## src/rtl/cnm_pkg.sv

```systemverilog
// ----------------------------------------------------------------------------
// cnm_pkg
// Shared types, constants and the calendar table for the next-match search.
// ----------------------------------------------------------------------------
`default_nettype none

package cnm_pkg;

  localparam int MINUTES_PER_HOUR = 60;
  localparam int HOURS_PER_DAY    = 24;
  localparam int DAYS_PER_WEEK    = 7;
  localparam int MONTHS_PER_YEAR  = 12;

  localparam int MIN_W  = 6;
  localparam int HOUR_W = 5;
  localparam int DAY_W  = 5;
  localparam int MON_W  = 4;
  localparam int WD_W   = 3;

  localparam int CFG_IDX_W  = 3;
  localparam int CFG_DATA_W = 60;

  typedef enum logic [CFG_IDX_W-1:0] {
    REG_MINUTE_MASK   = 3'd0,
    REG_HOUR_MASK     = 3'd1,
    REG_DAY_MASK      = 3'd2,
    REG_MONTH_MASK    = 3'd3,
    REG_WEEKDAY_MASK  = 3'd4,
    REG_FIRST_WEEKDAY = 3'd5
  } reg_idx_t;

  typedef struct packed {
    logic [59:0] minute_mask;
    logic [23:0] hour_mask;
    logic [30:0] day_mask;
    logic [11:0] month_mask;
    logic [6:0]  weekday_mask;
    logic [2:0]  first_weekday;
  } cfg_t;

  typedef enum logic [1:0] {
    ST_IDLE,
    ST_SCAN,
    ST_WALK,
    ST_DONE
  } state_t;

  // Zero-based index of the last day of a month, non-leap year.
  function automatic logic [DAY_W-1:0] month_last_day(input logic [MON_W-1:0] mo);
    logic [DAY_W-1:0] d;
    case (mo)
      4'd1:                   d = 5'd27;
      4'd3, 4'd5, 4'd8, 4'd10: d = 5'd29;
      default:                d = 5'd30;
    endcase
    return d;
  endfunction

endpackage

`default_nettype wire

```

## src/rtl/cnm_if.sv

```systemverilog
// ----------------------------------------------------------------------------
// cnm_if
// Valid/ready channels of the next-match search: query, result, register write.
// ----------------------------------------------------------------------------
`default_nettype none

interface cnm_in_if;
  logic       valid;
  logic       ready;
  logic [5:0] now_minute;
  logic [4:0] now_hour;
  logic [4:0] now_day;
  logic [3:0] now_month;

  modport source (output valid, now_minute, now_hour, now_day, now_month, input ready);
  modport sink   (input valid, now_minute, now_hour, now_day, now_month, output ready);
endinterface

interface cnm_out_if;
  logic       valid;
  logic       ready;
  logic       found;
  logic [5:0] next_minute;
  logic [4:0] next_hour;
  logic [4:0] next_day;
  logic [3:0] next_month;
  logic [2:0] next_weekday;

  modport source (output valid, found, next_minute, next_hour, next_day, next_month,
                  next_weekday, input ready);
  modport sink   (input valid, found, next_minute, next_hour, next_day, next_month,
                  next_weekday, output ready);
endinterface

interface cnm_cfg_if;
  logic        valid;
  logic        ready;
  logic [2:0]  index;
  logic [59:0] data;

  modport source (output valid, index, data, input ready);
  modport sink   (input valid, index, data, output ready);
endinterface

`default_nettype wire

```

## src/rtl/cron_next_match_search.sv

```systemverilog
// ----------------------------------------------------------------------------
// cron_next_match_search
// Finds the next time in the year allowed by five cron-style bitmap masks.
// ----------------------------------------------------------------------------
// One query at a time. After an item is accepted, a one-bit-per-cycle scan
// over the minute and hour masks finds the first allowed minute and hour and
// the next ones after the current time; an empty minute or hour mask ends
// the search there with a miss. Else a walker visits the dates of the year
// from January 1 one per cycle and stops at the first allowed date that
// yields a later time, or with a miss after December 31. The done state hands
// the result on once the output register is free; in_ch is not ready till then.
// Registers may be written at any time the block holds no query.
`default_nettype none

module cron_next_match_search (
  input  wire logic  clk,
  input  wire logic  rst_n,
  cnm_in_if.sink     in_ch,
  cnm_out_if.source  out_ch,
  cnm_cfg_if.sink    cfg_ch
);

  localparam logic [5:0] LAST_SCAN  = 6'(cnm_pkg::MINUTES_PER_HOUR - 1);
  localparam logic [5:0] HOURS      = 6'(cnm_pkg::HOURS_PER_DAY);
  localparam logic [3:0] LAST_MONTH = 4'(cnm_pkg::MONTHS_PER_YEAR - 1);
  localparam logic [2:0] LAST_WD    = 3'(cnm_pkg::DAYS_PER_WEEK - 1);

  cnm_pkg::cfg_t cfg;

  cnm_cfg_regs u_cfg (
    .clk    (clk),
    .rst_n  (rst_n),
    .cfg_ch (cfg_ch),
    .cfg    (cfg)
  );

  cnm_pkg::state_t state_r, state_nxt;

  logic [5:0] now_min_r, now_min_nxt;
  logic [4:0] now_hr_r,  now_hr_nxt;
  logic [4:0] now_day_r, now_day_nxt;
  logic [3:0] now_mon_r, now_mon_nxt;

  logic [5:0] idx_r, idx_nxt;
  logic       fm_vld_r, fm_vld_nxt, lm_vld_r, lm_vld_nxt;
  logic       fh_vld_r, fh_vld_nxt, lh_vld_r, lh_vld_nxt;
  logic       hr_ok_r, hr_ok_nxt;
  logic [5:0] fm_r, fm_nxt, lm_r, lm_nxt;
  logic [4:0] lh_r, lh_nxt;
  logic [4:0] fh_r, fh_nxt;

  logic [3:0] mo_r, mo_nxt;
  logic [4:0] d_r, d_nxt;
  logic [2:0] wd_r, wd_nxt;

  logic       res_found_r, res_found_nxt;
  logic [5:0] res_min_r, res_min_nxt;
  logic [4:0] res_hr_r, res_hr_nxt;
  logic [4:0] res_day_r, res_day_nxt;
  logic [3:0] res_mon_r, res_mon_nxt;
  logic [2:0] res_wd_r, res_wd_nxt;

  logic       out_valid_r, out_valid_nxt;
  logic       out_found_r, out_found_nxt;
  logic [5:0] out_min_r, out_min_nxt;
  logic [4:0] out_hr_r, out_hr_nxt;
  logic [4:0] out_day_r, out_day_nxt;
  logic [3:0] out_mon_r, out_mon_nxt;
  logic [2:0] out_wd_r, out_wd_nxt;

  logic       mbit, hbit;
  logic       today_vld, use_later_min;
  logic [5:0] today_min;
  logic [4:0] today_hr;
  logic       allowed, is_now, is_later, last_day;

  assign in_ch.ready = (state_r == cnm_pkg::ST_IDLE);

  assign out_ch.valid        = out_valid_r;
  assign out_ch.found        = out_found_r;
  assign out_ch.next_minute  = out_min_r;
  assign out_ch.next_hour    = out_hr_r;
  assign out_ch.next_day     = out_day_r;
  assign out_ch.next_month   = out_mon_r;
  assign out_ch.next_weekday = out_wd_r;

  // Shared bit scan: one minute bit and one hour bit per cycle.
  assign mbit = cfg.minute_mask[idx_r];
  assign hbit = (idx_r < HOURS) && cfg.hour_mask[idx_r[4:0]];

  // Candidate time if the walk lands on the current date.
  assign use_later_min = hr_ok_r && lm_vld_r;
  assign today_vld     = use_later_min || lh_vld_r;
  assign today_min     = use_later_min ? lm_r : fm_r;
  assign today_hr      = use_later_min ? now_hr_r : lh_r;

  assign allowed  = cfg.day_mask[d_r] && cfg.month_mask[mo_r] && cfg.weekday_mask[wd_r];
  assign is_now   = (mo_r == now_mon_r) && (d_r == now_day_r);
  assign is_later = (mo_r > now_mon_r) || ((mo_r == now_mon_r) && (d_r > now_day_r));
  assign last_day = (d_r == cnm_pkg::month_last_day(mo_r));

  always_ff @(posedge clk) begin
    if (!rst_n) begin
      state_r     <= cnm_pkg::ST_IDLE;
      out_valid_r <= 1'b0;
    end else begin
      state_r     <= state_nxt;
      out_valid_r <= out_valid_nxt;
    end
  end

  always_ff @(posedge clk) begin
    now_min_r   <= now_min_nxt;
    now_hr_r    <= now_hr_nxt;
    now_day_r   <= now_day_nxt;
    now_mon_r   <= now_mon_nxt;
    idx_r       <= idx_nxt;
    fm_vld_r    <= fm_vld_nxt;
    lm_vld_r    <= lm_vld_nxt;
    fh_vld_r    <= fh_vld_nxt;
    lh_vld_r    <= lh_vld_nxt;
    hr_ok_r     <= hr_ok_nxt;
    fm_r        <= fm_nxt;
    lm_r        <= lm_nxt;
    lh_r        <= lh_nxt;
    mo_r        <= mo_nxt;
    d_r         <= d_nxt;
    wd_r        <= wd_nxt;
    res_found_r <= res_found_nxt;
    res_min_r   <= res_min_nxt;
    res_hr_r    <= res_hr_nxt;
    res_day_r   <= res_day_nxt;
    res_mon_r   <= res_mon_nxt;
    res_wd_r    <= res_wd_nxt;
    out_found_r <= out_found_nxt;
    out_min_r   <= out_min_nxt;
    out_hr_r    <= out_hr_nxt;
    out_day_r   <= out_day_nxt;
    out_mon_r   <= out_mon_nxt;
    out_wd_r    <= out_wd_nxt;
  end

  always_comb begin
    state_nxt     = state_r;
    now_min_nxt   = now_min_r;
    now_hr_nxt    = now_hr_r;
    now_day_nxt   = now_day_r;
    now_mon_nxt   = now_mon_r;
    idx_nxt       = idx_r;
    fm_vld_nxt    = fm_vld_r;
    lm_vld_nxt    = lm_vld_r;
    fh_vld_nxt    = fh_vld_r;
    lh_vld_nxt    = lh_vld_r;
    hr_ok_nxt     = hr_ok_r;
    fm_nxt        = fm_r;
    lm_nxt        = lm_r;
    lh_nxt        = lh_r;
    mo_nxt        = mo_r;
    d_nxt         = d_r;
    wd_nxt        = wd_r;
    res_found_nxt = res_found_r;
    res_min_nxt   = res_min_r;
    res_hr_nxt    = res_hr_r;
    res_day_nxt   = res_day_r;
    res_mon_nxt   = res_mon_r;
    res_wd_nxt    = res_wd_r;
    out_valid_nxt = out_valid_r;
    out_found_nxt = out_found_r;
    out_min_nxt   = out_min_r;
    out_hr_nxt    = out_hr_r;
    out_day_nxt   = out_day_r;
    out_mon_nxt   = out_mon_r;
    out_wd_nxt    = out_wd_r;

    if (out_valid_r && out_ch.ready) begin
      out_valid_nxt = 1'b0;
    end

    case (state_r)
      cnm_pkg::ST_IDLE: begin
        if (in_ch.valid) begin
          now_min_nxt = in_ch.now_minute;
          now_hr_nxt  = in_ch.now_hour;
          now_day_nxt = in_ch.now_day;
          now_mon_nxt = in_ch.now_month;
          idx_nxt     = '0;
          fm_vld_nxt  = 1'b0;
          lm_vld_nxt  = 1'b0;
          fh_vld_nxt  = 1'b0;
          lh_vld_nxt  = 1'b0;
          hr_ok_nxt   = 1'b0;
          state_nxt   = cnm_pkg::ST_SCAN;
        end
      end

      cnm_pkg::ST_SCAN: begin
        if (mbit && !fm_vld_r) begin
          fm_vld_nxt = 1'b1;
          fm_nxt     = idx_r;
        end
        if (mbit && !lm_vld_r && (idx_r > now_min_r)) begin
          lm_vld_nxt = 1'b1;
          lm_nxt     = idx_r;
        end
        if (hbit) begin
          fh_vld_nxt = 1'b1;
        end
        if (hbit && !lh_vld_r && (idx_r > {1'b0, now_hr_r})) begin
          lh_vld_nxt = 1'b1;
          lh_nxt     = idx_r[4:0];
        end
        if (hbit && (idx_r == {1'b0, now_hr_r})) begin
          hr_ok_nxt = 1'b1;
        end
        idx_nxt = idx_r + 6'd1;
        if (idx_r == LAST_SCAN) begin
          mo_nxt = '0;
          d_nxt  = '0;
          wd_nxt = (cfg.first_weekday == 3'(cnm_pkg::DAYS_PER_WEEK)) ? 3'd0
                                                                      : cfg.first_weekday;
          // An empty minute or hour mask can never match.
          if (!(fm_vld_r || mbit) || !fh_vld_r) begin
            res_found_nxt = 1'b0;
            res_min_nxt   = '0;
            res_hr_nxt    = '0;
            res_day_nxt   = '0;
            res_mon_nxt   = '0;
            res_wd_nxt    = '0;
            state_nxt     = cnm_pkg::ST_DONE;
          end else begin
            state_nxt = cnm_pkg::ST_WALK;
          end
        end
      end

      cnm_pkg::ST_WALK: begin
        if (allowed && ((is_now && today_vld) || is_later)) begin
          res_found_nxt = 1'b1;
          res_min_nxt   = is_now ? today_min : fm_r;
          res_hr_nxt    = is_now ? today_hr : fh_r;
          res_day_nxt   = d_r;
          res_mon_nxt   = mo_r;
          res_wd_nxt    = wd_r;
          state_nxt     = cnm_pkg::ST_DONE;
        end else if (last_day && (mo_r == LAST_MONTH)) begin
          res_found_nxt = 1'b0;
          res_min_nxt   = '0;
          res_hr_nxt    = '0;
          res_day_nxt   = '0;
          res_mon_nxt   = '0;
          res_wd_nxt    = '0;
          state_nxt     = cnm_pkg::ST_DONE;
        end else begin
          if (last_day) begin
            mo_nxt = mo_r + 4'd1;
            d_nxt  = '0;
          end else begin
            d_nxt = d_r + 5'd1;
          end
          wd_nxt = (wd_r == LAST_WD) ? 3'd0 : wd_r + 3'd1;
        end
      end

      cnm_pkg::ST_DONE: begin
        // Hand over once the output register is free.
        if (!out_valid_r || out_ch.ready) begin
          out_valid_nxt = 1'b1;
          out_found_nxt = res_found_r;
          out_min_nxt   = res_min_r;
          out_hr_nxt    = res_hr_r;
          out_day_nxt   = res_day_r;
          out_mon_nxt   = res_mon_r;
          out_wd_nxt    = res_wd_r;
          state_nxt     = cnm_pkg::ST_IDLE;
        end
      end

      default: begin
        state_nxt = cnm_pkg::ST_IDLE;
      end
    endcase
  end

  // First allowed hour, kept in the scan as the hour register of that search.
  always_comb begin
    fh_nxt = fh_r;
    if (state_r == cnm_pkg::ST_SCAN && hbit && !fh_vld_r) begin
      fh_nxt = idx_r[4:0];
    end
  end

  always_ff @(posedge clk) begin
    fh_r <= fh_nxt;
  end

endmodule

`default_nettype wire

```

## src/rtl/cnm_cfg_regs.sv

```systemverilog
// ----------------------------------------------------------------------------
// cnm_cfg_regs
// Mask and first-weekday registers, written over the configuration channel.
// ----------------------------------------------------------------------------
`default_nettype none

module cnm_cfg_regs (
  input  wire logic        clk,
  input  wire logic        rst_n,
  cnm_cfg_if.sink          cfg_ch,
  output cnm_pkg::cfg_t    cfg
);

  cnm_pkg::cfg_t cfg_r;

  assign cfg_ch.ready = 1'b1;
  assign cfg          = cfg_r;

  always_ff @(posedge clk) begin
    if (!rst_n) begin
      cfg_r <= '0;
    end else if (cfg_ch.valid) begin
      case (cnm_pkg::reg_idx_t'(cfg_ch.index))
        cnm_pkg::REG_MINUTE_MASK:   cfg_r.minute_mask   <= cfg_ch.data[59:0];
        cnm_pkg::REG_HOUR_MASK:     cfg_r.hour_mask     <= cfg_ch.data[23:0];
        cnm_pkg::REG_DAY_MASK:      cfg_r.day_mask      <= cfg_ch.data[30:0];
        cnm_pkg::REG_MONTH_MASK:    cfg_r.month_mask    <= cfg_ch.data[11:0];
        cnm_pkg::REG_WEEKDAY_MASK:  cfg_r.weekday_mask  <= cfg_ch.data[6:0];
        cnm_pkg::REG_FIRST_WEEKDAY: cfg_r.first_weekday <= cfg_ch.data[2:0];
        default: ;
      endcase
    end
  end

endmodule

`default_nettype wire

```

## src/flat_wrapper.sv

```systemverilog
// flat-port wrapper written by rule: the top's interface ports become plain ports
module cron_next_match_search_flat 
  (clk, rst_n, in_ch_valid, in_ch_now_minute, in_ch_now_hour, in_ch_now_day, in_ch_now_month, in_ch_ready, out_ch_valid, out_ch_found, out_ch_next_minute, out_ch_next_hour, out_ch_next_day, out_ch_next_month, out_ch_next_weekday, out_ch_ready, cfg_ch_valid, cfg_ch_index, cfg_ch_data, cfg_ch_ready);
  cnm_in_if in_ch_i ();
  cnm_out_if out_ch_i ();
  cnm_cfg_if cfg_ch_i ();
  input  wire logic clk;
  input  wire logic rst_n;
  input wire logic [$bits(in_ch_i.valid)-1:0] in_ch_valid;
  input wire logic [$bits(in_ch_i.now_minute)-1:0] in_ch_now_minute;
  input wire logic [$bits(in_ch_i.now_hour)-1:0] in_ch_now_hour;
  input wire logic [$bits(in_ch_i.now_day)-1:0] in_ch_now_day;
  input wire logic [$bits(in_ch_i.now_month)-1:0] in_ch_now_month;
  output wire logic [$bits(in_ch_i.ready)-1:0] in_ch_ready;
  output wire logic [$bits(out_ch_i.valid)-1:0] out_ch_valid;
  output wire logic [$bits(out_ch_i.found)-1:0] out_ch_found;
  output wire logic [$bits(out_ch_i.next_minute)-1:0] out_ch_next_minute;
  output wire logic [$bits(out_ch_i.next_hour)-1:0] out_ch_next_hour;
  output wire logic [$bits(out_ch_i.next_day)-1:0] out_ch_next_day;
  output wire logic [$bits(out_ch_i.next_month)-1:0] out_ch_next_month;
  output wire logic [$bits(out_ch_i.next_weekday)-1:0] out_ch_next_weekday;
  input wire logic [$bits(out_ch_i.ready)-1:0] out_ch_ready;
  input wire logic [$bits(cfg_ch_i.valid)-1:0] cfg_ch_valid;
  input wire logic [$bits(cfg_ch_i.index)-1:0] cfg_ch_index;
  input wire logic [$bits(cfg_ch_i.data)-1:0] cfg_ch_data;
  output wire logic [$bits(cfg_ch_i.ready)-1:0] cfg_ch_ready;
  assign in_ch_i.valid = in_ch_valid;
  assign in_ch_i.now_minute = in_ch_now_minute;
  assign in_ch_i.now_hour = in_ch_now_hour;
  assign in_ch_i.now_day = in_ch_now_day;
  assign in_ch_i.now_month = in_ch_now_month;
  assign in_ch_ready = in_ch_i.ready;
  assign out_ch_valid = out_ch_i.valid;
  assign out_ch_found = out_ch_i.found;
  assign out_ch_next_minute = out_ch_i.next_minute;
  assign out_ch_next_hour = out_ch_i.next_hour;
  assign out_ch_next_day = out_ch_i.next_day;
  assign out_ch_next_month = out_ch_i.next_month;
  assign out_ch_next_weekday = out_ch_i.next_weekday;
  assign out_ch_i.ready = out_ch_ready;
  assign cfg_ch_i.valid = cfg_ch_valid;
  assign cfg_ch_i.index = cfg_ch_index;
  assign cfg_ch_i.data = cfg_ch_data;
  assign cfg_ch_ready = cfg_ch_i.ready;
  cron_next_match_search u_core (.clk(clk), .rst_n(rst_n), .in_ch(in_ch_i), .out_ch(out_ch_i), .cfg_ch(cfg_ch_i));
endmodule
```

## config.mk

```make
export PLATFORM = sky130hd
export DESIGN_NAME = cron_next_match_search_flat
export DESIGN_NICKNAME = d
export VERILOG_FILES = /design/src/rtl/cnm_pkg.sv /design/src/rtl/cnm_if.sv /design/src/rtl/cron_next_match_search.sv /design/src/rtl/cnm_cfg_regs.sv /design/src/flat_wrapper.sv
export SDC_FILE = /design/constraint.sdc
export NUM_CORES = 1
export LEC_CHECK = 0
export ABC_AREA = 1
export BUFFER_PORTS_ARGS = -buffer_cell sky130_fd_sc_hd__buf_2
export CORE_UTILIZATION = 35
export CTS_BUF_LIST = sky130_fd_sc_hd__clkbuf_16
export CTS_CLUSTER_SIZE = 20
export DETAILED_ROUTE_END_ITERATION = 10
export PLACE_DENSITY = 0.49
export SLEW_MARGIN = 0
export SYNTH_ARGS = -nofsm -noshare
export SYNTH_HDL_FRONTEND = slang
export SYNTH_SLANG_ARGS = --single-unit
```

## constraint.sdc

```tcl
create_clock -name clk -period 3.3 [get_ports clk]
set_input_delay 0.66 -clock clk [delete_from_list [all_inputs] [get_ports clk]]
set_output_delay 0.66 -clock clk [all_outputs]
set_load 0.05 [all_outputs]
```

==> impl_metrics.yaml <==
setup_path:
  criticalPathCategory: "flip-flop to flip-flop"
  crit_arrival_ns: 2.94
  worstPathMaxFanout: 17
  end_kind: "flip-flop"
  cp-start-kind: "flip-flop"
  ff2ff_path_depth: 10
  worst_ep_required_time_ns: 3.48
detailed_routing:
  via_per_inst: 4.87
  ant_nets: 0
  drtIter0Drc: 556
  routed_wl_um: 29700
  dr.pass1.iters: 6
  vias: 9067
  post-route-drc-count: 0
  avgRoutedWirePerCell_um: 16.0
power:
  vdd_drop_max_uv: 378
  intPower_mw: 6.72
  power_density_nw_per_um2: 810
  p_sw_mw: 3.86
  p_clk_share_pct: 27.8
  p_seq_share_pct: 41.1
  total_power_mw: 10.6
  leakage_nw: 5.53
  comb_power_share_pct: 31.0
  sw_frac_of_total_pct: 36.5
timing:
  final_max_slew_viol_count: 0
  finalSetupViolations: 0
  relSlewSlack_pct: 36.7
  hold_viol: 0
  rsz0062_at_grt: "false"
  tns_ns: 0
  worst_slew_pin_slew_ns: 0.948
  period_needed_ns: 2.77
  layout_worst_path_cycle_share_pct: 83.8
  skew_ns: 0.0239
  max_freq_mhz: 362
  hold_ws_ns: 0.281
clock_tree:
  cts_tree: "done"
  cts.sink_count: 253
  clk_latency_ns: 0.55
  path_clk_slew_ns: 0.06
  root_buffer: "clkbuf_16"
  cts_buffer_depth: 3
  cts_buffers: 28
  post_cts_buffers: 0
  post_cts_resized: 0
  hold_buffers: 0
  ctsHtreeMaxLevel: 1
synthesis:
  avgSynthCellArea_um2: 8.44
  synth.most_common_cell: "nor2_1"
  synthAdderAreaFrac_pct: 3.32
  synth.largest_area_cell: "edfxtp_1"
  synth-edff-count: 113
  yosysWarnings: 0
  syn-num-nets: 1456
  synthTopCellsByCount: "nor2_1, nand2_1, o21ai_0"
  synth_top_area_share_pct: 30.0
  seq_area_frac_synth_pct: 54.8
  ys_top_cells_by_area: "edfxtp_1, dfxtp_1, nor2_1"
  synth-compound-area-share_pct: 14.1
  synthDistinctLibCells: 44
  synth-seq-cells: 253
  yosys_most_used_dff: "dfxtp_1"
  synthMuxAreaShare_pct: 0
  synth-xor-area-share_pct: 0.388
  netlist_area_um2: 11300
  synth_simple_gate_area_share_pct: 18.9
  synthArstFlopShare_pct: 0
  synthCells: 1338
  synth_top_family_by_area: "simple AND/OR/NAND/NOR gates"
placed_design:
  io_buffer_count: 113
  post-dp-hpwl_um: 20900
  gp_congestion: 0.834
  dp_cells: 1813
worst_hold_path:
  hold_path_depth: 1
  hold_class: "input port to flip-flop"
cells_and_area:
  regArea_um2: 6200
  final_nets: 1559
  drive_above_1_share_pct: 13.3
  multi_input_area_um2: 4150
  diodes: 0
  n_fill_cell: 3235
  stdcell_count: 1863
  syn2layout_area_growth_pct: 15.7
die:
  io_pins: 115
  die_x_um: 182
  initial_core_util_pct: 35.7
  design.die.area_um2: 33000
  die_h_um: 182
  row_count: 65
  core-area_um2: 31600
grt:
  grt_overflow: 0
  grt_pass1_vias: 8523
  antenna_found_initial: 1
  grt_pass1_wl_um: 47000
  grt_max_degree: 101
  track_usage_pct: 18.0
job:
  maxCapViolCount: 0
status:
  status: "finished, final reports clean"
==> power groups by stage <==
stage / Combinational (mW) / Clock (mW) / Sequential [mW]
after floorplan: 2.36 / 0 / 4.39
after detailed placement: 3.31 / 0 / 4.43
after global routing: 3.75 / 3.14 / 4.42
after CTS: 3.33 / 3.02 / 4.36
after global placement: 3.30 / 0 / 4.41
final: 3.29 / 2.95 / 4.35
==> layout by cell type, fill, tap and decap left out, types with 2 or more instances in the layout <==
cell         n
nor2_1     247
ha_1        30
clkbuf_16   28
nand2_1    194
o21ai_0    172
nand2_2      2
buf_12       2
xor2_1       3
o22ai_1      5
nand3b_1     3
a31oi_1      2
o21ai_1      7
nand3_1     57
inv_1      154
o211ai_1    11
nand4_1      5
inv_2        4
buf_2      112
o221ai_1     2
clkinv_2     5
a21oi_2      2
a21oi_1     98
dfxtp_1    140
nor3_1       8
bufinv_16    2
edfxtp_1   113
xnor2_1      2
nor3_2       2
clkinv_1     6
nor2_2       5
buf_4       23
==> cell families (layout without fill, tap and decap cells) <==
group | after synthesis | count (layout)
compound gates | 304 | 304
other cells | 1 | 1
simple gates | 528 | 528
flops | 253 | 253
buf+inv | 217 | 340
xor+xnor | 5 | 5
fa+ha+maj | 30 | 30
==> worst paths after layout <==
| kind | start | to | slack (ns) |
|---|---|---|---|
| min reg2reg | u_core.res_wd_r[1]$_SDFFCE_PN0P_ | u_core.out_ch.next_weekday[1]$_DFFE_PP_ | 0.42 |
| max | u_core.mo_r[0]$_SDFFCE_PN0P_ | u_core.mo_r[0]$_SDFFCE_PN0P_ | 0.53 |
| min | in_ch_now_minute[2] | u_core.now_min_r[2]$_DFFE_PP_ | 0.28 |
| max reg2reg | u_core.mo_r[0]$_SDFFCE_PN0P_ | u_core.mo_r[0]$_SDFFCE_PN0P_ | 0.53 |
==> critical path, stage by stage, from the launching register on <==
cell and delay, ns:
edfxtp_1 0.66, inv_1 0.19, ha_1 0.23, o21ai_0 0.24
nand4_1 0.11, nand2_1 0.08, nand2_1 0.05, nand2_1 0.07
nand2_1 0.06, nand2_1 0.18, nor3b_1 0.54
==> through the flow <==
stage	area (um^2)	setup WS (ns)	utilization (%)
floorplan	11300	0.752	-
global placement	12200	0.574	38.6
detailed placement	12200	0.508	38.6
CTS	13100	0.494	41.3
global route	13100	0.176	41.3
finish	13100	0.535	41.3
==> state kept, by name, summed over array words and instances (netlist names), 3 cells and up <==
name,count
u_core.idx_r,6
u_core.res_min_r,6
u_core.out_ch.next_day,5
u_core.d_r,5
u_core.mo_r,4
u_core.out_ch.next_weekday,3
u_core.fh_r,5
u_core.out_ch.next_month,4
u_core.lm_r,6
u_core.lh_r,5
u_core.wd_r,3
u_core.out_ch.next_hour,5
u_core.res_wd_r,3
u_core.fm_r,6
u_core.now_hr_r,5
u_core.now_day_r,5
u_core.out_ch.next_minute,6
u_core.res_hr_r,5
u_core.u_cfg.cfg,137
u_core.now_mon_r,4
u_core.res_day_r,5
u_core.res_mon_r,4
u_core.now_min_r,6
==> layer usage <==
layer	GRT usage (%)	vias to the layer above	share of wire, %
li1	-	4608	-
met4	5.15	0	2.4
met3	2.67	47	4.5
met2	28.8	211	45
met1	25.3	4201	48
met5	0	-	0
==> area by class of cell <==
class,instances,area share [%]
multi-input combinational,868,31.8
inverter,153,4.47
sequential,253,47.4
tap,402,3.85
clock inverter,22,1.21
timing repair buffer,137,5.92
clock buffer,28,5.36
Power figures use the tool's default switching activity.
